`src/rtl/zswd_pkg.sv`:
```
`timescale 1ns / 1ps
// ----------------------------------------------------------------------------
// zswd_pkg
// Types, codes and character tables of the encoded text word decoder.
// ----------------------------------------------------------------------------
package zswd_pkg;

    localparam int VERSION_W = 4;
    localparam int WORD_W    = 16;
    localparam int ZCHAR_W   = 5;
    localparam int VALUE_W   = 10;
    localparam int ROW_W     = 2;
    localparam int BUF_DEPTH = 5;
    localparam int CNT_W     = $clog2(BUF_DEPTH + 1);
    localparam int MAX_RES   = 4;

    localparam logic [VERSION_W-1:0] STORY_VERSION_RESET = 4'd3;

    typedef enum logic [1:0] {
        KIND_CHAR    = 2'd0,
        KIND_NEWLINE = 2'd1,
        KIND_ABBREV  = 2'd2,
        KIND_END     = 2'd3
    } t_kind;

    typedef enum logic [1:0] {
        PH_NORMAL = 2'd0,
        PH_ABBR   = 2'd1,
        PH_ESC_HI = 2'd2,
        PH_ESC_LO = 2'd3
    } t_phase;

    typedef struct packed {
        t_kind              kind;
        logic [VALUE_W-1:0] value;
        logic               last;
    } t_result;

    // Punctuation row; idx is 0..25
    function automatic logic [7:0] row2_char(input logic [ZCHAR_W-1:0] idx,
                                             input logic is_v1);
        logic [7:0] ch;
        ch = 8'h20;
        if (is_v1) begin
            case (idx)
                5'd0:  ch = 8'h20;
                5'd11: ch = 8'h2e;
                5'd12: ch = 8'h2c;
                5'd13: ch = 8'h21;
                5'd14: ch = 8'h3f;
                5'd15: ch = 8'h5f;
                5'd16: ch = 8'h23;
                5'd17: ch = 8'h27;
                5'd18: ch = 8'h22;
                5'd19: ch = 8'h2f;
                5'd20: ch = 8'h5c;
                5'd21: ch = 8'h3c;
                5'd22: ch = 8'h2d;
                5'd23: ch = 8'h3a;
                5'd24: ch = 8'h28;
                5'd25: ch = 8'h29;
                default: ch = 8'h30 + {3'd0, idx} - 8'd1;
            endcase
        end else begin
            case (idx)
                5'd0:  ch = 8'h20;
                5'd1:  ch = 8'h5e;
                5'd12: ch = 8'h2e;
                5'd13: ch = 8'h2c;
                5'd14: ch = 8'h21;
                5'd15: ch = 8'h3f;
                5'd16: ch = 8'h5f;
                5'd17: ch = 8'h23;
                5'd18: ch = 8'h27;
                5'd19: ch = 8'h22;
                5'd20: ch = 8'h2f;
                5'd21: ch = 8'h5c;
                5'd22: ch = 8'h2d;
                5'd23: ch = 8'h3a;
                5'd24: ch = 8'h28;
                5'd25: ch = 8'h29;
                default: ch = 8'h30 + {3'd0, idx} - 8'd2;
            endcase
        end
        return ch;
    endfunction

    function automatic logic [VALUE_W-1:0] letter(input logic [ROW_W-1:0] row,
                                                  input logic [ZCHAR_W-1:0] idx,
                                                  input logic is_v1);
        logic [VALUE_W-1:0] res;
        case (row)
            2'd0:    res = VALUE_W'(8'h61) + VALUE_W'(idx);
            2'd1:    res = VALUE_W'(8'h41) + VALUE_W'(idx);
            default: res = VALUE_W'(row2_char(idx, is_v1));
        endcase
        return res;
    endfunction

endpackage

```
`src/rtl/zstring_word_decoder_unit.sv`:
```
`timescale 1ns / 1ps
// ----------------------------------------------------------------------------
// zstring_word_decoder_unit
// Decodes one 16-bit encoded text word per transaction into characters,
// newlines, abbreviation references and an end-of-string marker.
// ----------------------------------------------------------------------------
// A word is decoded in the cycle it is accepted; its zero to four results go
// into a five-entry result buffer and leave one per cycle while i_out_ready
// is high, the last one flagged by o_last_of_word. The single result port sets
// the rate, as a word's results leave it one at a time. A new word is taken
// whenever at most one result is still buffered, so the input does not wait
// on a stalled output for its final result. Main and abbreviation strings
// keep separate shift and escape state; story_version may only be written
// while the block is idle.
module zstring_word_decoder_unit (
    input  logic                          i_clk,
    input  logic                          i_rst_n,
    input  logic                          i_cfg_wr_en,
    input  logic [zswd_pkg::VERSION_W-1:0] i_cfg_wr_data,
    input  logic                          i_in_valid,
    output logic                          o_in_ready,
    input  logic [zswd_pkg::WORD_W-1:0]   i_text_word,
    input  logic                          i_in_abbreviation,
    output logic                          o_out_valid,
    input  logic                          i_out_ready,
    output logic [1:0]                    o_kind,
    output logic [zswd_pkg::VALUE_W-1:0]  o_value,
    output logic                          o_last_of_word
);
    import zswd_pkg::*;

    logic [VERSION_W-1:0] r_version;
    logic [ROW_W-1:0]     r_shift_now    [2];
    logic [ROW_W-1:0]     r_shift_locked [2];
    t_phase               r_escape_phase [2];
    logic [ZCHAR_W-1:0]   r_prev_zchar   [2];

    t_result              r_buf [BUF_DEPTH];
    logic [CNT_W-1:0]     r_cnt;

    logic                 in_acc;
    logic                 out_acc;
    logic                 is_v1, ge2, ge3;

    // decode results
    t_result              d_res [MAX_RES];
    logic [2:0]           d_n;
    logic [ROW_W-1:0]     d_sn, d_sl;
    t_phase               d_ph;
    logic [ZCHAR_W-1:0]   d_pc;

    assign in_acc      = i_in_valid && o_in_ready;
    assign out_acc     = o_out_valid && i_out_ready;
    assign o_in_ready  = (r_cnt <= CNT_W'(1));
    assign o_out_valid = (r_cnt != '0);
    assign o_kind      = r_buf[0].kind;
    assign o_value     = r_buf[0].value;
    assign o_last_of_word = r_buf[0].last;

    assign is_v1 = (r_version <= 4'd1);
    assign ge2   = (r_version >= 4'd2);
    assign ge3   = (r_version >= 4'd3);

    always_comb begin
        logic               k;
        logic [ZCHAR_W-1:0] c;
        logic [ROW_W-1:0]   row;
        logic [2:0]         sum;
        logic               rs;
        k    = i_in_abbreviation;
        d_sn = r_shift_now[k];
        d_sl = r_shift_locked[k];
        d_ph = r_escape_phase[k];
        d_pc = r_prev_zchar[k];
        d_n  = '0;
        c    = '0;
        row  = '0;
        sum  = '0;
        rs   = 1'b0;
        for (int i = 0; i < MAX_RES; i++) begin
            d_res[i] = '{kind: KIND_CHAR, value: '0, last: 1'b0};
        end
        for (int i = 0; i < 3; i++) begin
            c   = i_text_word[(WORD_W-2)-ZCHAR_W*i -: ZCHAR_W];
            row = (d_sn == 2'd3) ? 2'd2 : d_sn;
            case (d_ph)
                PH_NORMAL: begin
                    rs = 1'b1;
                    if (row == 2'd2 && c == 5'd6) begin
                        d_ph = PH_ESC_HI;
                    end else if (is_v1 && c == 5'd1) begin
                        d_res[d_n[1:0]] = '{kind: KIND_NEWLINE, value: '0, last: 1'b0};
                        d_n = d_n + 3'd1;
                    end else if (ge2 && row == 2'd2 && c == 5'd7) begin
                        d_res[d_n[1:0]] = '{kind: KIND_NEWLINE, value: '0, last: 1'b0};
                        d_n = d_n + 3'd1;
                    end else if (c >= 5'd6) begin
                        d_res[d_n[1:0]] = '{kind: KIND_CHAR,
                                            value: letter(row, c - 5'd6, is_v1),
                                            last: 1'b0};
                        d_n = d_n + 3'd1;
                    end else if (c == 5'd0) begin
                        d_res[d_n[1:0]] = '{kind: KIND_CHAR, value: VALUE_W'(8'h20),
                                            last: 1'b0};
                        d_n = d_n + 3'd1;
                    end else if (ge2 && c == 5'd1) begin
                        d_ph = PH_ABBR;
                    end else if (ge3 && c <= 5'd3) begin
                        d_ph = PH_ABBR;
                    end else begin
                        sum = {1'b0, d_sl} + {2'd0, c[0]} + 3'd1;
                        if (sum >= 3'd3) begin
                            sum = sum - 3'd3;
                        end
                        d_sn = sum[ROW_W-1:0];
                        if (!ge3 && c >= 5'd4) begin
                            d_sl = sum[ROW_W-1:0];
                        end
                        rs = 1'b0;
                    end
                    if (rs) begin
                        d_sn = d_sl;
                    end
                end
                PH_ABBR: begin
                    d_res[d_n[1:0]] = '{kind: KIND_ABBREV, value: {d_pc - 5'd1, c},
                                        last: 1'b0};
                    d_n  = d_n + 3'd1;
                    d_ph = PH_NORMAL;
                end
                PH_ESC_HI: begin
                    d_ph = PH_ESC_LO;
                end
                default: begin
                    d_res[d_n[1:0]] = '{kind: KIND_CHAR, value: {d_pc, c}, last: 1'b0};
                    d_n  = d_n + 3'd1;
                    d_ph = PH_NORMAL;
                end
            endcase
            d_pc = c;
        end
        if (i_text_word[WORD_W-1]) begin
            d_res[d_n[1:0]] = '{kind: KIND_END, value: '0, last: 1'b0};
            d_n  = d_n + 3'd1;
            d_sn = '0;
            d_sl = '0;
            d_ph = PH_NORMAL;
            d_pc = '0;
        end
        if (d_n != 3'd0) begin
            d_res[d_n[1:0] - 2'd1].last = 1'b1;
        end
    end

    always_ff @(posedge i_clk) begin
        if (!i_rst_n) begin
            r_version <= STORY_VERSION_RESET;
            for (int j = 0; j < 2; j++) begin
                r_shift_now[j]    <= '0;
                r_shift_locked[j] <= '0;
                r_escape_phase[j] <= PH_NORMAL;
                r_prev_zchar[j]   <= '0;
            end
        end else begin
            if (i_cfg_wr_en) begin
                r_version <= i_cfg_wr_data;
            end
            if (in_acc) begin
                r_shift_now[i_in_abbreviation]    <= d_sn;
                r_shift_locked[i_in_abbreviation] <= d_sl;
                r_escape_phase[i_in_abbreviation] <= d_ph;
                r_prev_zchar[i_in_abbreviation]   <= d_pc;
            end
        end
    end

    // result buffer: pop at the head, append behind what stays
    always_ff @(posedge i_clk) begin
        logic [CNT_W-1:0] keep;
        keep = r_cnt - CNT_W'(out_acc);
        if (!i_rst_n) begin
            r_cnt <= '0;
        end else begin
            r_cnt <= keep + (in_acc ? CNT_W'(d_n) : CNT_W'(0));
        end
        for (int j = 0; j < BUF_DEPTH; j++) begin
            if (CNT_W'(j) < keep) begin
                if (out_acc) begin
                    r_buf[j] <= r_buf[(j + 1) % BUF_DEPTH];
                end
            end else if (in_acc) begin
                if (keep == '0) begin
                    if (j < MAX_RES) begin
                        r_buf[j] <= d_res[j % MAX_RES];
                    end
                end else if (j >= 1) begin
                    r_buf[j] <= d_res[(j + MAX_RES - 1) % MAX_RES];
                end
            end
        end
    end

    a_cnt_bound: assert property (@(posedge i_clk) disable iff (!i_rst_n)
        r_cnt <= CNT_W'(BUF_DEPTH))
        else $error("result buffer overflow");

    a_end_gives_result: assert property (@(posedge i_clk) disable iff (!i_rst_n)
        (in_acc && i_text_word[WORD_W-1]) |=> o_out_valid)
        else $error("end of string produced no result");

    a_end_clears_ctx: assert property (@(posedge i_clk) disable iff (!i_rst_n)
        (in_acc && i_text_word[WORD_W-1]) |=>
        (r_escape_phase[$past(i_in_abbreviation)] == PH_NORMAL &&
         r_shift_locked[$past(i_in_abbreviation)] == '0))
        else $error("context not cleared at end of string");

endmodule

```
`config.mk`:
```
export PLATFORM = sky130hd
export DESIGN_NAME = zstring_word_decoder_unit
export DESIGN_NICKNAME = d
export VERILOG_FILES = /design/src/rtl/zswd_pkg.sv /design/src/rtl/zstring_word_decoder_unit.sv
export SDC_FILE = /design/constraint.sdc
export NUM_CORES = 1
export LEC_CHECK = 0
export BUFFER_PORTS_ARGS = -buffer_cell sky130_fd_sc_hd__buf_4
export CORE_UTILIZATION = 40
export DETAILED_ROUTE_END_ITERATION = 10
export PLACE_DENSITY_LB_ADDON = 0.05
export REMOVE_ABC_BUFFERS = 1
export SYNTH_ARGS = -nofsm -noshare
export SYNTH_HDL_FRONTEND = slang
export SYNTH_SLANG_ARGS = --single-unit
```
`constraint.sdc`:
```
create_clock -name i_clk -period 7.6 [get_ports i_clk]
set_input_delay 0.76 -clock i_clk [delete_from_list [all_inputs] [get_ports i_clk]]
set_output_delay 0.76 -clock i_clk [all_outputs]
set_load 0.05 [all_outputs]
```
Yosys cells after proc, flatten, opt, wreduce, memory -nomap -nowiden
Memory sizes are Yosys's and may differ from the RTL's.
Cells that the tools add are included.
{ "word_totals": {"reg_bits": 7, "ramBits": 87, "inputBits": 26, "out_inout_bits": 15, "elab_cells": 462, "n_memories": 5} }
{ "classes": {"n_addsub": 36, "magnitude_cmp": 29, "n_eq_ne": 72, "muxes": 244, "n_bitwise": 27, "n_reduce_logical": 47} }
{ "mem_list": {"columns": ["name", "words", "width", "read_ports", "rd_clocked_by_memory_dff", "wr", "line_no", "rtl"], "rows": [
  ["r_buf", 5, 13, 5, 0, 5, "zstring_word_decoder_unit.sv:38", "t_result r_buf [BUF_DEPTH];"],
  ["r_prev_zchar", 2, 5, 1, 0, 2, "zstring_word_decoder_unit.sv:36", "logic [ZCHAR_W-1:0] r_prev_zchar [2];"],
  ["r_escape_phase", 2, 2, 1, 0, 2, "zstring_word_decoder_unit.sv:35", "t_phase r_escape_phase [2];"],
  ["r_shift_locked", 2, 2, 1, 0, 2, "zstring_word_decoder_unit.sv:34", "logic [ROW_W-1:0] r_shift_locked [2];"],
  ["r_shift_now", 2, 2, 1, 0, 2, "zstring_word_decoder_unit.sv:33", "logic [ROW_W-1:0] r_shift_now [2];"]
]} }
{ "ops": {"columns": ["op", "n"], "rows": [
  ["$pmux 8 s16", 6],
  ["$mux 52", 12],
  ["$bwmux 52", 7],
  ["$pmux 52 s3", 2],
  ["$and 48x48->48", 4],
  ["$not 48->48", 4],
  ["$mux 2", 87],
  ["$eq 5x5->1 const B", 30],
  ["$mux 13", 11],
  ["$demux 13 s2", 4],
  ["$mux 10", 10],
  ["$eq 5x4->1 const B", 15],
  ["$mux 1", 73],
  ["$add 7x5->8 const A", 6],
  ["$pmux 8 s2", 3],
  ["$and 44x44->44", 1],
  ["$not 44->44", 1],
  ["$pmux 13 s3", 1],
  ["$mux 12", 3],
  ["$mux 3", 12],
  ["$eq 5x1->1 const B", 6],
  ["$eq 5x3->1 const B", 6],
  ["$ge 5x3->1 const B", 6],
  ["$logic_not 5->1", 6],
  ["41 further kinds", 139]
]} }

Depth between registers and ports, before layout
Gate-level depths: netlist of run 1.
An unclocked memory read counts as a cell.
{ "logic_depth": {"word_depth": 49, "mapped_depth": 28, "ltp_nobuf": 26} }

Worst setup path before layout of run 1
Ideal clock, no wire load.
{ "synth_timing": {"path_type": "input -> register", "startpoint": "input i_in_abbreviation", "endpoint": "register r_cnt[2]", "setup_time_ps": 116, "arrival_ps": 6668, "required_time_ps": 7484, "setup_slack_ps": 817, "cell_stages": 26, "n_path_buf": 2, "path_cell_list": "buf_2 > buf_1 > mux2i_1 > ha_1 > inv_1 > ha_1 > ha_1 > or3_1 > o21ai_0 > mux2i_1 > ha_1 > fa_1 > nor2_1 > a21oi_1 > nand2_1 > a22oi_2 > nor3_1 > a21oi_2 > a221oi_4 > ha_1 > mux2_2 > nand2_1 > fa_1 > xor2_1 > or3_1 > and3_1"} }
{ "synth_via": {"elab_chain_cells": 41, "word_cells_on_any_way": 118, "classes_between": "add/sub: 10; order compare: 2; eq/ne: 9; mux: 82; reduce/logical: 12; memory: 3"} }
{ "synth_rtl": {"columns": ["item", "line_no", "rtl"], "rows": [
  ["start: declaration", "zstring_word_decoder_unit.sv:23", "input logic i_in_abbreviation,"],
  ["$mem_v2 2x2", null, null],
  ["$add 2x1->3", "zstring_word_decoder_unit.sv:111", "sum = {1'b0, d_sl} + {2'd0, c[0]} + 3'd1;"],
  ["$add 3x1->3", "zstring_word_decoder_unit.sv:111", null],
  ["$ge 3x2->1 or $sub 2x2->2 (tied branches)", "zstring_word_decoder_unit.sv:112, zstring_word_decoder_unit.sv:113", null],
  ["$mux 2", "zstring_word_decoder_unit.sv:112", "if (sum >= 3'd3) begin"],
  ["$mux 2", "zstring_word_decoder_unit.sv:116", "if (!ge3 && c >= 5'd4) begin"],
  ["$mux 2", "zstring_word_decoder_unit.sv:108", "end else if (ge3 && c <= 5'd3) begin"],
  ["$mux 2", "zstring_word_decoder_unit.sv:106", "end else if (ge2 && c == 5'd1) begin"],
  ["[25 not listed]", null, null],
  ["$mux 3", "zstring_word_decoder_unit.sv:94", "end else if (ge2 && row == 2'd2 && c == 5'd7) begin"],
  ["$mux 3", "zstring_word_decoder_unit.sv:91", "end else if (is_v1 && c == 5'd1) begin"],
  ["$mux 3", "zstring_word_decoder_unit.sv:89", "if (row == 2'd2 && c == 5'd6) begin"],
  ["$pmux 3 s2 *", "zstring_word_decoder_unit.sv:86", "case (d_ph)"],
  ["$add 3x1->3", "zstring_word_decoder_unit.sv:144", "d_n = d_n + 3'd1;"],
  ["$mux 3 *", "zstring_word_decoder_unit.sv:142", "if (i_text_word[WORD_W-1]) begin"],
  ["$mux 3 *", "zstring_word_decoder_unit.sv:184", "r_cnt <= keep + (in_acc ? CNT_W'(d_n) : CNT_W'(0));"],
  ["$add 3x3->3 *", "zstring_word_decoder_unit.sv:184", null],
  ["end signal: assignment", "zstring_word_decoder_unit.sv:184", null],
  ["end: declaration", "zstring_word_decoder_unit.sv:39", "logic [CNT_W-1:0] r_cnt;"]
]} }
Every way passes the cells marked *; elsewhere a longest branch is shown, timed or not. The select of a mux whose other input is x is not followed.
A chain may end at the register's enable or synchronous reset.

Worst setup path in the final report of run 1
Same ends and word-level chain as after synthesis.

==> flow_summary.ini, run 1 <==
[run_status]
outcome = finished, final reports clean

[logic_synthesis]
syn_avg_cell_area_um2 = 7.62
async_reset_ff_share_pct = 0
synthTopCellsByArea = edfxtp_1 25%, ha_1 6.6%, nand2_1 6.1%
netlist_area_um2 = 10600
seq_area_frac_synth_pct = 26.0
synthFlopType = edfxtp_1
yosysTopAreaCell = edfxtp_1
synth_top_area_share_pct = 24.6
syn_inst = 1391
synth-seq-cells = 94
yosysUniqueCellTypes = 93
ys.warnings.count = 0
synth_edf_count = 87

[timing]
worst_pin_slew_ps = 1080
fmax_mhz = 146
slew_headroom_pct = 26.9
setup_viol = 0
period_minus_slack_ps = 6830
timing.final.crit_share_pct = 89.9
skew_ps = 11.9
tns_ps = 0
hold_violations = 0
setup_ws_ps = 769
rsz0062_at_grt = false
finalMaxSlewViolations = 0

[global_routing]
grt_pass1_vias = 10200
grt_usage_pct = 30.1
overflow = 0
grt_pass1_wl_um = 62300
antenna_found_initial = 0
grt_max_degree = 31

[clocking]
clk_path_buf_depth = 2
cts_tree = built
cts-resized-gates = 0
cts_sinks = 94
clock_latency_ps = 350
cts_buffers = 9
cts_max_level = 3
cts_hold_buf = 0
post_cts_buffers = 0
root_buffer = clkbuf_16
cts.clk_slew.worst_paths_ps = 70

[worst_setup_path]
critPathMaxFanout = 16
cp.required_ps = 7840
arrival_ps = 7080
start_kind = input pin
critical_path_class = input pin to register
crit_path_end_kind = register

[placed_design]
pre_cts_ws_ps = 504
place_hpwl_um = 30700
portBuffers = 40
place_congestion = 0.994

[finish]
nets = 1458
area_delta_synth_final_pct = 7.91
drive_gt1_share_pct = 8.93
antenna_cells = 0

[detailed_routing]
drtPass1Iterations = 6
drt_iter0_drc = 1284
wl_per_cell_um = 23.9
routed_wl_um = 40900
antenna_violating_nets_post_route = 0
route.vias.total = 11200
vias_per_cell = 6.54
drc = 0

[power_and_ir_drop]
clkPwrFrac_pct = 13.8
peakVddDrop_mv = 0.379
p_int_mw = 1.72
combPwrFrac_pct = 56.2
p_switching_mw = 1.59
p_leak_nw = 4.34
pwr-share-seq_pct = 30.1
p_total_mw = 3.31
switching_share_pct = 48.0
p_per_area_nw_per_um2 = 289

[die]
die_w_um = 165
core_um2 = 26100
start_util_pct = 40.7
row_count = 59
die-area_um2 = 27200
fp.dieH_um = 165
ioPinCount = 41

[hold_path]
hold_class = register to register

[job]
cap_viol_max_count = 0
## metal layers
layer	share of wire [%]	global-route usage, %	up-vias
met1	46	44.4	5428
met4	3.8	11.4	0
met2	43	44.3	531
li1	-	-	5177
met3	7.5	3.64	71
met5	0	0	-
## kinds of logic (layout without fill, tap and decap cells)
family                   count (synthesis)  in the layout  synth area share [%]
buffers and inverters                  140            127                  5.07
flip-flops                              94             94                  26.0
XOR/XNOR                                44             44                  3.91
AO/OA/AOI/OAI                          467            467                  29.8
adder cells (fa/ha/maj)                 59             59                  7.18
AND/OR/NAND/NOR                        554            554                  24.8
multiplexers                            33             33                  3.23
## layout by cell type (no fill, tap or decap), types with 13 or more instances in the layout
| cell | n |
|---|---|
| nand2_1 | 173 |
| nor2_1 | 149 |
| o21ai_0 | 118 |
| a21oi_1 | 95 |
| edfxtp_1 | 87 |
| buf_4 | 66 |
| ha_1 | 56 |
| nor3_1 | 48 |
| inv_1 | 43 |
| nand3_1 | 39 |
| a31oi_1 | 24 |
| xnor2_1 | 24 |
| mux2i_1 | 23 |
| or3_1 | 23 |
| nand4_1 | 21 |
| a22o_1 | 21 |
| and2_1 | 20 |
| xor2_1 | 17 |
| o22ai_1 | 16 |
| a22oi_1 | 16 |
| a211oi_1 | 14 |
| o21ai_1 | 13 |
## power groups by stage
| stage | sequential [mW] | clock (mW) | combinational [mW] |
|---|---|---|---|
| after CTS | 0.995 | 0.459 | 1.83 |
| after detailed placement | 1.00 | 0 | 1.82 |
| after global placement | 1.01 | 0 | 1.82 |
| final | 0.995 | 0.456 | 1.86 |
| after global routing | 1.01 | 0.478 | 2.01 |
| after floorplan | 1.11 | 0 | 1.09 |
## final cells by class
type	instances	area [µm²]
clock inverters	6	48.8
clock buffers	10	239
repair buffers	66	495
inverters	45	169
well taps	335	419
flip-flops and latches	94	2750
multi-input cells	1157	7320
fillers	2710	14600
## worst paths after layout
check	from	to	slack, ps	cells after the start
min reg2reg	r_version[0]$_SDFFE_PN1P_	r_version[0]$_SDFFE_PN1P_	510	2
max	i_in_abbreviation	r_cnt[2]$_SDFF_PN0_	770	26
min	r_version[0]$_SDFFE_PN1P_	r_version[0]$_SDFFE_PN1P_	510	2
max reg2reg	r_shift_locked[1][0]$_SDFFCE_PN0P_	r_cnt[2]$_SDFF_PN0_	1110	25
## critical path: stages
cell	delay [ps]
buf_4	230
mux2i_1	340
ha_1	200
inv_1	40
ha_1	280
ha_1	210
or3_1	330
o21ai_0	220
mux2i_1	220
ha_1	380
fa_1	490
nor2_1	140
a21oi_1	70
nand2_1	110
a22oi_2	180
o31ai_1	580
a21oi_1	210
o21ai_1	200
nand2_1	150
ha_1	350
mux2_2	220
nand2_1	90
fa_1	420
xor2_1	170
or3_1	330
and3_1	170
## per-stage QoR
step,utilization [%],std cells,cell area [µm²],hold WS [ps]
after detailed placement,42.8,1697,11200,510
after floorplan,-,1296,10200,465
final,43.9,1713,11400,515
after global placement,42.8,1697,11200,503
after global routing,43.9,1713,11400,548
after CTS,43.9,1713,11400,529
## synth_stat cells, drive strengths merged (9+ instances only)
cell type    n
o31ai       10
o22ai       16
a22o        21
o221ai       9
a221oi      10
nor2       150
clkbuf      83
nor2b       11
mux2i       23
buf         12
a21oi       96
a32oi       12
edfxtp      87
mux2        10
nand2b      12
and2        23
nand3       40
a211oi      15
inv         44
and3        12
ha          56
a31oi       24
o211ai      12
o21ai      132
nand4       21
a22oi       18
nor3        51
nand2      174
xnor2       25
xor2        18
or3         24
a21boi      13
## sequential cells by signal, summed over array words and instances, names as in the netlist
signal	cells
r_prev_zchar	10
r_version	4
r_buf	65
r_shift_locked	4
r_shift_now	4
r_escape_phase	4
r_cnt	3
Power figures use the tool's default switching activity.
==> run 2: changes to the inputs <==
Settings changed: CTS_BUF_LIST set to sky130_fd_sc_hd__clkbuf_4 sky130_fd_sc_hd__clkbuf_8 sky130_fd_sc_hd__clkbuf_16, REMOVE_ABC_BUFFERS 1 to unset, SETUP_SLACK_MARGIN set to 0.15.
==> flow_summary.ini, run 2 (same netlist as run 1, synthesis figures left out) <==
[placed_design]
pre_cts_ws_ps = 552
placed_area_um2 = 11100
place_congestion = 0.988
place_hpwl_um = 30900
portBuffers = 40

[finish]
finalInstanceArea_um2 = 11500
largest_register = r_buf
antenna_cells = 0
final_common_cell = nand2_1
fin_util_pct = 44.0
drive_gt1_share_pct = 8.86
area_delta_synth_final_pct = 8.19
largest_reg_flops = 65
nets = 1457
top_regs = r_buf x65, r_prev_zchar x10
mostFrequentLayoutCells = 173 x nand2_1, 149 x nor2_1, 118 x o21ai_0

[power_and_ir_drop]
p_per_area_nw_per_um2 = 292
peakVddDrop_mv = 0.359
p_total_mw = 3.35
p_leak_nw = 4.35

[job]
cap_viol_max_count = 0

[timing]
hold_violations = 0
rsz0062_at_grt = false
setup_ws_ps = 824
period_minus_slack_ps = 6780
worst_pin_slew_ps = 1170
slew_headroom_pct = 21.0
fmax_mhz = 148
skew_ps = 9.54
setup_viol = 0
tns_ps = 0
finalMaxSlewViolations = 0
timing.final.crit_share_pct = 89.2

[worst_setup_path]
critical_path_class = input pin to register
crit_top_cell = ha_1
cp-endpoint = r_cnt[2]$_SDFF_PN0_
cp.required_ps = 7850
arrival_ps = 7030
start_kind = input pin
critical_path.max_stage_delay_ps = 590
reg2reg_to = r_cnt[2]$_SDFF_PN0_
worst-path-buf-inv = 2
timing.rr.start = r_shift_locked[1][0]$_SDFFCE_PN0P_
regToRegSetupSlack_ps = 1160
path_depth = 25
setup.worst_path.start = i_in_abbreviation
reg2reg_depth = 24
cp_slowest_cell = nor3_1
crit_family = adder cells
critPathMaxFanout = 16
crit_path_end_kind = register

[global_routing]
grt_max_degree = 31
grt_pass1_vias = 10100
grt_most_used_layer = met2
use_met3_pct = 3.49
use_met2_pct = 45.0
grt_pass1_wl_um = 61800
overflow = 0
grt_usage_pct = 29.9
antenna_found_initial = 0
grt_use_met1_pct = 44.4

[clocking]
root_buffer = clkbuf_16
cts_sinks = 94
cts.clk_slew.worst_paths_ps = 70
cts-resized-gates = 0
cts_max_level = 3
cts_buffers = 9
cts_tree = built
clk_path_buf_depth = 2
clock_latency_ps = 350
cts_hold_buf = 0
post_cts_buffers = 0

[die]
start_util_pct = 40.7
die-area_um2 = 27200
row_count = 59
ioPinCount = 41
core_um2 = 26100
die_w_um = 165
fp.dieH_um = 165

[logic_synthesis]
syn-num-nets = 1476

[detailed_routing]
drt_iter0_drc = 1052
wl_per_cell_um = 23.8
route.vias.total = 11200
vias_per_cell = 6.52
drc = 0
antenna_violating_nets_post_route = 0
drtPass1Iterations = 5
routed_wl_um = 40800

[run_status]
outcome = finished, final reports clean

[hold_path]
hold_class = register to register
run 2: routing by layer:
| metal | vias up | part of all wire [%] |
|---|---|---|
| met5 | - | 0 |
| met3 | 56 | 8.1 |
| met2 | 582 | 43 |
| met1 | 5351 | 46 |
| li1 | 5180 | - |
| met4 | 0 | 2.3 |
run 2: worst min path at each step:
| stage | startpoint | end | slack (ps) | depth (start not counted) |
|---|---|---|---|---|
| after detailed placement | r_version[0]$_SDFFE_PN1P_ | r_version[0]$_SDFFE_PN1P_ | 500 | 2 |
| after floorplan | r_version[0]$_SDFFE_PN1P_ | r_version[0]$_SDFFE_PN1P_ | 470 | 2 |
| after global routing | r_buf[3][2]$_DFFE_PP_ | r_buf[2][2]$_DFFE_PP_ | 550 | 2 |
| after global placement | r_version[0]$_SDFFE_PN1P_ | r_version[0]$_SDFFE_PN1P_ | 500 | 2 |
| after CTS | r_version[0]$_SDFFE_PN1P_ | r_version[0]$_SDFFE_PN1P_ | 520 | 2 |
| final | r_version[0]$_SDFFE_PN1P_ | r_version[0]$_SDFFE_PN1P_ | 520 | 2 |
run 2: through the flow:
stage / cells / hold WS (ps)
2_1_floorplan: 1391 / 466
3_3_place_gp: 1696 / 498
3_5_place_dp: 1696 / 502
4_1_cts: 1712 / 520
5_1_grt: 1712 / 553
6_report: 1712 / 519
run 2: final cells by class:
cell class	instances	area, µm²
fillers	2678	14600
well taps	335	419
clock buffers	11	240
clock inverters	5	85.1
repair buffers	65	488
flip-flops and latches	94	2750
multi-input cells	1157	7320
inverters	45	169
run 2: power by group:
group / leakage (nW) / internal (mW) / total [mW] / switching, mW
Combinational: 3.28 / 0.562 / 1.86 / 1.29
Clock: 0.157 / 0.297 / 0.500 / 0.203
Sequential: 0.905 / 0.921 / 0.995 / 0.0739
Total: 4.35 / 1.78 / 3.35 / 1.57
run 2: worst reg2reg max path: cells and delay by family, from the launching register on:
family,cells,cell delay [ps]
AOI/OAI and AO/OA,5,1140
and+or+nand+nor,7,1740
xor gates and xnor gates,1,170
muxes,3,670
DFF,1,390
buffers and inverters,1,40
adders and majority gates,7,2170
